<file path="src/design/etc_pkg.sv">
// shared constants and helper functions for the epoch to calendar converter
package etc_pkg;

    localparam int unsigned EpochWidth   = 32;
    localparam int unsigned OffsetWidth  = 5;
    localparam int unsigned OutDataWidth = 96;
    localparam int unsigned DayNumWidth  = 17;

    localparam logic [11:0] BaseYear     = 12'd1970;
    localparam logic [33:0] SecsPerHour  = 34'd3600;
    localparam logic [33:0] LastSecond   = 34'd4102444799;

    // reciprocals for the constant divisions
    localparam logic [56:0] RecipDiv225  = 57'd305419896;
    localparam logic [29:0] RecipDiv60   = 30'd2185;
    localparam logic [37:0] RecipDiv3    = 38'd349526;
    localparam logic [33:0] RecipDiv1461 = 34'd91868;

    localparam logic [10:0] DaysOneYear    = 11'd365;
    localparam logic [10:0] DaysTwoYears   = 11'd730;
    localparam logic [10:0] DaysThreeYears = 11'd1096;
    localparam logic [16:0] DaysPerCycle   = 17'd1461;

    // first day of each month, counted from day 0 of the year
    function automatic logic [8:0] month_start(input logic [3:0] m, input logic leap);
        logic [8:0] base;
        unique case (m)
            4'd0:    base = 9'd0;
            4'd1:    base = 9'd31;
            4'd2:    base = 9'd59;
            4'd3:    base = 9'd90;
            4'd4:    base = 9'd120;
            4'd5:    base = 9'd151;
            4'd6:    base = 9'd181;
            4'd7:    base = 9'd212;
            4'd8:    base = 9'd243;
            4'd9:    base = 9'd273;
            4'd10:   base = 9'd304;
            4'd11:   base = 9'd334;
            default: base = 9'd0;
        endcase
        if (leap && (m >= 4'd2)) begin
            base = base + 9'd1;
        end
        return base;
    endfunction

    // two bcd digits of a value below 100
    function automatic logic [7:0] bcd2(input logic [6:0] v);
        logic [14:0] prod;
        logic [3:0]  tens;
        logic [6:0]  ones;
        prod = 15'(v) * 15'd205;
        tens = prod[14:11];
        ones = v - 7'(tens) * 7'd10;
        return {tens, ones[3:0]};
    endfunction

endpackage

</file>
<file path="src/design/etc_date_split.sv">
// day count since 1970-01-01 to year, month and day, two pipeline stages
module etc_date_split (
    input  logic                            i_clk,
    input  logic                            i_en,
    input  logic [etc_pkg::DayNumWidth-1:0] i_day_num,
    output logic [11:0]                     o_year,
    output logic [3:0]                      o_month,
    output logic [4:0]                      o_day
);
    import etc_pkg::*;

    logic [6:0]             r_cycle;
    logic [DayNumWidth-1:0] r_day_num;
    logic [11:0]            r_year;
    logic                   r_leap;
    logic [8:0]             r_doy;

    logic [33:0]            w_cyc_prod;
    logic [DayNumWidth-1:0] w_cyc_rem;
    logic [10:0]            w_rem;
    logic [1:0]             w_yoff;
    logic [10:0]            w_ystart;
    logic [10:0]            w_doy_full;
    logic [11:0]            n_year;

    assign w_cyc_prod = 34'(i_day_num) * RecipDiv1461;

    always_comb begin
        w_cyc_rem = r_day_num - DayNumWidth'(r_cycle) * DaysPerCycle;
        w_rem     = w_cyc_rem[10:0];
        priority if (w_rem < DaysOneYear) begin
            w_yoff   = 2'd0;
            w_ystart = 11'd0;
        end else if (w_rem < DaysTwoYears) begin
            w_yoff   = 2'd1;
            w_ystart = DaysOneYear;
        end else if (w_rem < DaysThreeYears) begin
            w_yoff   = 2'd2;
            w_ystart = DaysTwoYears;
        end else begin
            w_yoff   = 2'd3;
            w_ystart = DaysThreeYears;
        end
        w_doy_full = w_rem - w_ystart;
        n_year     = BaseYear + (12'(r_cycle) << 2) + 12'(w_yoff);
    end

    always_ff @(posedge i_clk) begin
        if (i_en) begin
            r_cycle   <= w_cyc_prod[33:27];
            r_day_num <= i_day_num;
            r_year    <= n_year;
            r_leap    <= (w_yoff == 2'd2);
            r_doy     <= w_doy_full[8:0];
        end
    end

    logic [3:0] w_month;
    logic [8:0] w_base;
    logic [8:0] w_day_full;

    always_comb begin
        w_month = 4'd1;
        w_base  = 9'd0;
        for (int k = 1; k < 12; k++) begin
            if (r_doy >= month_start(4'(k), r_leap)) begin
                w_month = 4'(k + 1);
                w_base  = month_start(4'(k), r_leap);
            end
        end
        w_day_full = r_doy - w_base + 9'd1;
    end

    assign o_year  = r_year;
    assign o_month = w_month;
    assign o_day   = w_day_full[4:0];

endmodule

</file>
<file path="src/design/epoch_to_calendar_time_core.sv">
// top level: epoch seconds plus zone offset to binary and bcd calendar time
// One beat is taken every clock cycle unless the output stalls. The pipeline
// is a chain of constant-reciprocal multiplies (by 1/3600, 1/60, 1/24,
// 1/1461), each with a register behind it, and a final month lookup stage.
// The whole pipeline advances together and holds while a result waits on the
// output, so s_axis_tready follows the output side. The zone offset is
// written through i_cfg_we / i_cfg_wdata as a signed hour count and is
// applied to every beat. An adjusted time outside 1970 to 2099 gives a beat
// with tuser set and all data fields zero.
module epoch_to_calendar_time_core (
    input  logic                             i_clk,
    input  logic                             i_rst_n,
    input  logic                             i_cfg_we,
    input  logic [etc_pkg::OffsetWidth-1:0]  i_cfg_wdata,
    input  logic                             s_axis_tvalid,
    output logic                             s_axis_tready,
    // epoch_seconds
    input  logic [etc_pkg::EpochWidth-1:0]   s_axis_tdata,
    output logic                             m_axis_tvalid,
    input  logic                             m_axis_tready,
    // second_of_minute, minute_of_hour, hour_of_day, day_of_month,
    // month_of_year, year_number, time_bcd, date_bcd, zero pad
    output logic [etc_pkg::OutDataWidth-1:0] m_axis_tdata,
    // range_error
    output logic                             m_axis_tuser
);
    import etc_pkg::*;

    logic                         w_en;
    logic [7:0]                   r_vld;
    logic signed [OffsetWidth-1:0] r_utc_off;

    assign w_en          = !r_vld[7] || m_axis_tready;
    assign s_axis_tready = w_en;
    assign m_axis_tvalid = r_vld[7];

    always_ff @(posedge i_clk) begin
        if (!i_rst_n) begin
            r_vld     <= '0;
            r_utc_off <= '0;
        end else begin
            if (w_en) begin
                r_vld <= {r_vld[6:0], s_axis_tvalid};
            end
            if (i_cfg_we) begin
                r_utc_off <= $signed(i_cfg_wdata);
            end
        end
    end

    // stage 1 input, stage 2 offset and span check
    logic [EpochWidth-1:0] r1_epoch;
    logic signed [33:0]    w_t;
    logic                  w_err;

    assign w_t   = $signed({2'b00, r1_epoch}) + 34'(r_utc_off) * $signed(SecsPerHour);
    assign w_err = (w_t < 34'sd0) || (w_t > $signed(LastSecond));

    logic [31:0] r2_t;
    logic        r2_err;
    logic [56:0] w_hq_prod;

    assign w_hq_prod = 57'(r2_t[31:4]) * RecipDiv225;

    // stage 3 hour quotient correction
    logic [20:0] r3_qa;
    logic [27:0] r3_x;
    logic [3:0]  r3_lo;
    logic        r3_err;
    logic [27:0] w_rr0;
    logic [8:0]  w_rr9;
    logic        w_fix;
    logic [8:0]  w_rr;
    logic [20:0] w_hours;

    always_comb begin
        w_rr0   = r3_x - 28'(29'(r3_qa) * 29'd225);
        w_rr9   = w_rr0[8:0];
        w_fix   = (w_rr9 >= 9'd225);
        w_rr    = w_fix ? (w_rr9 - 9'd225) : w_rr9;
        w_hours = r3_qa + 21'(w_fix);
    end

    // stage 4 split hours into days, split seconds of hour
    logic [20:0] r4_hours;
    logic [11:0] r4_sih;
    logic        r4_err;
    logic [29:0] w_min_prod;
    logic [5:0]  w_min;
    logic [11:0] w_sec_full;
    logic [37:0] w_day_prod;
    logic [DayNumWidth-1:0] w_day_num;
    logic [20:0] w_hr_full;

    always_comb begin
        w_min_prod = 30'(r4_sih) * RecipDiv60;
        w_min      = w_min_prod[22:17];
        w_sec_full = r4_sih - 12'(w_min) * 12'd60;
        w_day_prod = 38'(r4_hours[20:3]) * RecipDiv3;
        w_day_num  = w_day_prod[36:20];
        w_hr_full  = r4_hours - 21'(w_day_num) * 21'd24;
    end

    // stage 5 through 7 time fields ride alongside the date split
    logic [DayNumWidth-1:0] r5_day_num;
    logic [4:0]  r5_hr, r6_hr, r7_hr;
    logic [5:0]  r5_min, r6_min, r7_min;
    logic [5:0]  r5_sec, r6_sec, r7_sec;
    logic        r5_err, r6_err, r7_err;

    logic [11:0] w_year;
    logic [3:0]  w_month;
    logic [4:0]  w_day;

    etc_date_split u_date_split (
        .i_clk     (i_clk),
        .i_en      (w_en),
        .i_day_num (r5_day_num),
        .o_year    (w_year),
        .o_month   (w_month),
        .o_day     (w_day)
    );

    logic [6:0]  w_ylo;
    logic [7:0]  w_yhi_bcd;
    logic [21:0] w_time_bcd;
    logic [29:0] w_date_bcd;
    logic [7:0]  w_hr_bcd, w_min_bcd, w_sec_bcd, w_day_bcd, w_mon_bcd, w_ylo_bcd;
    logic [OutDataWidth-1:0] n_out_data;

    always_comb begin
        if (w_year >= 12'd2000) begin
            w_ylo     = 7'(w_year - 12'd2000);
            w_yhi_bcd = 8'h20;
        end else begin
            w_ylo     = 7'(w_year - 12'd1900);
            w_yhi_bcd = 8'h19;
        end
        w_hr_bcd   = bcd2(7'(r7_hr));
        w_min_bcd  = bcd2(7'(r7_min));
        w_sec_bcd  = bcd2(7'(r7_sec));
        w_day_bcd  = bcd2(7'(w_day));
        w_mon_bcd  = bcd2(7'(w_month));
        w_ylo_bcd  = bcd2(w_ylo);
        w_time_bcd = {w_hr_bcd[5:0], w_min_bcd, w_sec_bcd};
        w_date_bcd = {w_day_bcd[5:0], w_mon_bcd, w_yhi_bcd, w_ylo_bcd};
        if (r7_err) begin
            n_out_data = '0;
        end else begin
            n_out_data = {6'd0, w_date_bcd, w_time_bcd, w_year, w_month, w_day,
                          r7_hr, r7_min, r7_sec};
        end
    end

    logic [OutDataWidth-1:0] r_out_data;
    logic                    r_out_err;

    always_ff @(posedge i_clk) begin
        if (w_en) begin
            r1_epoch   <= s_axis_tdata;
            r2_t       <= w_t[31:0];
            r2_err     <= w_err;
            r3_qa      <= w_hq_prod[56:36];
            r3_x       <= r2_t[31:4];
            r3_lo      <= r2_t[3:0];
            r3_err     <= r2_err;
            r4_hours   <= w_hours;
            r4_sih     <= {w_rr[7:0], r3_lo};
            r4_err     <= r3_err;
            r5_day_num <= w_day_num;
            r5_hr      <= w_hr_full[4:0];
            r5_min     <= w_min;
            r5_sec     <= w_sec_full[5:0];
            r5_err     <= r4_err;
            r6_hr      <= r5_hr;
            r6_min     <= r5_min;
            r6_sec     <= r5_sec;
            r6_err     <= r5_err;
            r7_hr      <= r6_hr;
            r7_min     <= r6_min;
            r7_sec     <= r6_sec;
            r7_err     <= r6_err;
            r_out_data <= n_out_data;
            r_out_err  <= r7_err;
        end
    end

    assign m_axis_tdata = r_out_data;
    assign m_axis_tuser = r_out_err;

`ifndef SYNTHESIS
    a_err_zero: assert property (@(posedge i_clk) disable iff (!i_rst_n)
        m_axis_tvalid && m_axis_tuser |-> m_axis_tdata == '0)
        else $error("range error beat carries nonzero data");

    a_date_sane: assert property (@(posedge i_clk) disable iff (!i_rst_n)
        m_axis_tvalid && !m_axis_tuser |->
            m_axis_tdata[25:22] >= 4'd1 && m_axis_tdata[25:22] <= 4'd12 &&
            m_axis_tdata[21:17] >= 5'd1 &&
            m_axis_tdata[37:26] >= 12'd1970 && m_axis_tdata[37:26] <= 12'd2099)
        else $error("date field out of range");

    a_time_sane: assert property (@(posedge i_clk) disable iff (!i_rst_n)
        m_axis_tvalid && !m_axis_tuser |->
            m_axis_tdata[5:0] < 6'd60 && m_axis_tdata[11:6] < 6'd60 &&
            m_axis_tdata[16:12] < 5'd24)
        else $error("time field out of range");
`endif

endmodule

</file>
<file path="config.mk">
export PLATFORM = sky130hd
export DESIGN_NAME = epoch_to_calendar_time_core
export DESIGN_NICKNAME = d
export VERILOG_FILES = /design/src/design/etc_pkg.sv /design/src/design/etc_date_split.sv /design/src/design/epoch_to_calendar_time_core.sv
export SDC_FILE = /design/constraint.sdc
export NUM_CORES = 2
export LEC_CHECK = 0
export ABC_AREA = 1
export BUFFER_PORTS_ARGS = -buffer_cell sky130_fd_sc_hd__buf_2
export CELL_PAD_IN_SITES_DETAIL_PLACEMENT = 0
export CELL_PAD_IN_SITES_GLOBAL_PLACEMENT = 1
export CORE_UTILIZATION = 30
export DETAILED_ROUTE_END_ITERATION = 10
export PLACE_DENSITY = 0.58
export SLEW_MARGIN = 20
export SYNTH_ARGS = -nofsm -noshare
export SYNTH_HDL_FRONTEND = slang
export SYNTH_SLANG_ARGS = --single-unit
export TNS_END_PERCENT = 10
</file>
<file path="constraint.sdc">
create_clock -name i_clk -period 25.4 [get_ports i_clk]
set_clock_uncertainty 0.1 [all_clocks]
set_input_delay 7.62 -clock i_clk [delete_from_list [all_inputs] [get_ports i_clk]]
set_output_delay 7.62 -clock i_clk [all_outputs]
set_load 0.03 [all_outputs]
</file>
* Word-level counts from Yosys, hierarchy flattened *
Index checks and enable logic that the tools add are counted.

operators by class
  divide/modulo/power cells = 0
  shifts and indexed selects = 0
  reduce and logical (&&, ||, !) cells = 3
  eq/ne operators = 1
  bitwise gates (word level) = 0
  multipliers = 21
  order comparisons = 18
  muxes and demuxes = 61
  $add $sub $neg = 30

operators by type and width
  cell                                                  number
  2-to-1 mux 5 bit                                      31
  adder 5 x 1 -> 5 bit, second input constant           11
  multiplier 28 x 26 -> 54 bit, second input constant   1
  2-to-1 mux 4 bit                                      11
  >= comparator 9 x 8 -> 1 bit                          4
  multiplier 18 x 18 -> 36 bit, second input constant   1
  adder 33 x 18 -> 34 bit                               1
  > comparator 34 x 33 -> 1 bit, second input constant  1
  < comparator 34 x 1 -> 1 bit, second input constant   1
  multiplier 17 x 15 -> 32 bit, second input constant   1
  multiplier 6 x 8 -> 14 bit, second input constant     2
  >= comparator 9 bit                                   3
  multiplier 5 x 8 -> 13 bit, second input constant     2
  subtractor 4 bit                                      6
  multiplier 12 x 12 -> 23 bit, second input constant   1
  adder 21 x 1 -> 21 bit                                1
  multiplier 21 x 8 -> 9 bit, second input constant     1
  >= comparator 9 x 7 -> 1 bit                          2
  2-to-1 mux 9 bit                                      2
  subtractor 9 bit                                      2
  multiplier 17 x 2 -> 2 bit, second input constant     1
  2-to-1 mux 8 bit                                      2
  multiplier 7 x 8 -> 15 bit, second input constant     1
  multiplier 5 x 9 -> 14 bit, second input constant     1
  29 further kinds                                      44

word-level totals
  memories = 0
  register bits = 355
  output and inout port bits = 99
  latch bits = 0
  bits in read-only memories = 0
  input bits = 42
  memory bits (writable) = 0

* Depth between registers and ports, before layout *
  word-level depth = 20
  gate-level depth with buffers = 44

* Modules after synthesis *
Synthesis repeated with hierarchy kept, for this count alone.

second synthesis, totals
  cells, all modules = 5,152
  area, all modules = 47,359.2 um^2

by module, submodules not included
  module                       sequential area each (um^2)  instances  cells an instance  area an instance (um^2)
  epoch_to_calendar_time_core  8,638.3                      1          4,070              38,005.2
  etc_date_split               1,201.2                      1          1,082              9,354.0

* Worst setup path before layout *
No wires, ideal clock.

  path kind = input -> output
  start = input m_axis_tready
  end = output s_axis_tready
  slack = 3.554 ns
  buffers on the path = 0
  arrival = 14.126 ns
  stages on the path = 2
  cells stage by stage = nor2_1 > inv_1

between the ends
  longest elaborated chain between the ends = 1

RTL lines
  element             line                               RTL
  start: declaration  epoch_to_calendar_time_core.sv:20  input logic m_axis_tready,
  logical OR 1 bit    epoch_to_calendar_time_core.sv:33  assign w_en = !r_vld[7] || m_axis_tready;
  end: declaration    epoch_to_calendar_time_core.sv:16  output logic s_axis_tready,

No other way between the ends.

* Worst setup path after layout *
Same ends and word-level chain as after synthesis.

==> impl_results.md <==
- Status: completed
- Antenna-violating nets left: 0
- Clk buf depth: 3
- Row count: 141
- Yosys cell types: 60
- Post-Route Setup TNS: 0 ns
- Slew Limit Headroom: 29.9%
- GP Congestion: 0.858
- H-Tree Depth: 2
- Root buf cell: clkbuf_16
- Final Hold Viols: 0
- Min-delay src: r4_hours[2]
- Post-Synth XOR/XNOR Area: 3.82%
- Dpl hpwl: 87.3 mm
- Commonest non-fill, non-tap cell in the layout: inv_1
- Pins Over Slew Limit: 0
- R2R Setup Slk: 17.55 ns
- FMAX: 59.9 MHz
- Io pins: 141
- Final cell count without fillers: 6583
- Simple-gate portion of the synthesized area: 7.79%
- Synth Area in Compound Gates: 6.17%
- Mean Syn Cell Area: 10.0 um^2
- Critical path fanouts, max: 70
- TritonCTS buffer count: 42
- Sink of the worst hold path: r5_hr[2]
- Nets: 6127
- Routed WL per cell: 15.5 um
- Mapped Cells: 4462
- Dominant synthesized flop cell: edfxtp_1
- Initial antenna violation count: 1
- Initial DRC Count: 1089
- Share of cells above drive strength 1: 5.16%
- CTS tree: built
- Asr flop ratio synth: 0%
- I/O Buffers: 125
- Setup Buffers After CTS: 0
- Die area: 0.150 mm^2
- RSZ-0062 raised after global routing: false
- First-pass GRT wire length: 165 mm
- Busiest grt layer: met2
- Tcrit/Tclk final: 65.8%
- Crit path kind: input pin to output pin
- Initial Utilization: 30.2%
- Synth warnings: 0
- MaxCap Viol Count: 0
- Fillers: 15242
- Vias in the first global route: 30894
- Mux cell area share after synthesis: 0%
- Sequential fraction of the synthesis area: 22.0%
- HP Class: flip-flop to flip-flop
- Cell Area, Synth: 0.0446 mm^2
- Tmin final: 16.70 ns
- First drt pass iteration count: 4
- Antenna diodes: 0
- Largest net degree at the start of global routing: 84
- Worst EP required: 17.68 ns
- Post-synth EDFFs: 319
- Seq cells post-synth: 332
- Critical Path AT: 8.98 ns
- Combinational family with the most area after synthesis: adder cells
- Endpoints failing setup: 0
- Die Y: 388 um
- Crit start category: input pin
- Count of cells resized by post-cts repair: 0
- Met2 Usage GRT: 23.8%
- Vias per inst: 4.45
- Most frequent cells in the layout: 1123 x inv_1, 921 x ha_1, 543 x fa_1, 361 x nand2_1, 319 x edfxtp_1
- Actual slew at the worst max-slew pin: 1.05 ns
- Detailed-route via count: 29308
- Adder-Cell Fraction of Synth Area: 50.2%
- Reg clk slew, reported paths: 0.08 ns
- Die width: 388 um
- DRC: 0
- WHS Path Cells: 0
- Clock sinks: 332
- Cells after DPL: 6507
- Worst-Skew Late Latency: 0.60 ns
- R2r startpoint: u_date_split.r_leap
- Reg2reg path depth: 34
- Core footprint: 0.148 mm^2
- R2r endpoint: m_axis_tdata[87]
- Final WL: 102 mm
- GRT overflow: 0
- Met3 Resource Use GR: 1.60%
- CP endpoint kind: output pin
- Layout area overhead: 9.66%
- CTS Hold Bufs: 0
- GR Util All Layers: 13.8%
- M1 GR Usage: 18.4%
## kinds of logic after synthesis
family          after synthesis
simple gates                827
xor+xnor                    194
compound gates              483
flops                       332
buf+inv                    1161
other cells                   1
fa+ha+maj                  1464
## synth_stat cells, types with 7 or more instances
cell	instances	area, um^2
xor2_1	128	1120
a21o_1	12	90.1
ha_1	921	11500
o31ai_1	7	52.6
o21ai_0	126	631
a21oi_1	231	1160
nand2_1	361	1360
nor4_1	13	81.3
edfxtp_1	319	9580
inv_1	1124	4220
clkbuf_1	9	33.8
nor2_1	267	1000
fa_1	543	10900
xnor2_1	65	569
a31oi_1	20	125
a221oi_1	8	70.1
nand4_1	31	194
nor3_1	24	120
o211ai_1	12	90.1
buf_4	24	180
o21a_1	19	143
or2_2	12	75.1
nand3_1	99	495
dfxtp_1	13	260
o21bai_1	10	75.1
## layer usage
metal / up-vias / routed length [um]
li1: 14675 / -
met1: 14201 / 48300
met2: 329 / 48800
met3: 103 / 2750
met4: 0 / 1910
met5: - / 0
## sequential cells by signal, summed over array words and instances (netlist names), 6 cells and up
signal	flops
r5_day_num	17
r7_min	6
r_vld	8
u_date_split.r_day_num	11
r4_hours	21
r6_min	6
u_date_split.r_doy	9
r1_epoch	32
m_axis_tdata	73
r2_t	32
u_date_split.o_year	12
r3_qa	21
r5_min	6
r3_x	9
r5_sec	6
r4_sih	12
r6_sec	6
u_date_split.r_cycle	7
r7_sec	6
## worst max path at each step
| stage | cells after the start | to | start | slack (ns) |
|---|---|---|---|---|
| 5_1_grt | 4 | s_axis_tready | m_axis_tready | 8.50 |
| 6_report | 4 | s_axis_tready | m_axis_tready | 8.70 |
| 4_1_cts | 4 | s_axis_tready | m_axis_tready | 8.66 |
| 3_3_place_gp | 4 | s_axis_tready | m_axis_tready | 8.66 |
| 3_5_place_dp | 4 | s_axis_tready | m_axis_tready | 8.65 |
| 2_1_floorplan | 2 | s_axis_tready | m_axis_tready | 3.55 |
## layout make-up
type	count	area (um^2)	share of cell area (%)
Clock buffer	52	1150	2.35
Clock inverter	24	206	0.422
Inverter	1126	4230	8.65
Multi-Input combinational cell	2983	30400	62.1
Sequential cell	332	9840	20.1
Tap cell	1930	2410	4.93
Timing Repair Buffer	136	708	1.45
## per-stage QoR
step,cell area (um^2),util (%),hold WS (ns),setup WS (ns)
2_1_floorplan,44700,-,0.300,3.55
3_3_place_gp,47600,32.2,0.301,8.66
3_5_place_dp,47600,32.2,0.305,8.65
4_1_cts,48900,33.1,0.283,8.66
5_1_grt,48900,33.1,0.292,8.50
6_report,48900,33.1,0.276,8.70
## critical path: stages
cell,delay [ns]
buf_2,0.10
nor2_1,0.61
inv_8,0.33
buf_2,0.29
Power is left out: the tool's default activity adds up to more than one toggle a clock period on the data nets, which glitch-free logic cannot reach.
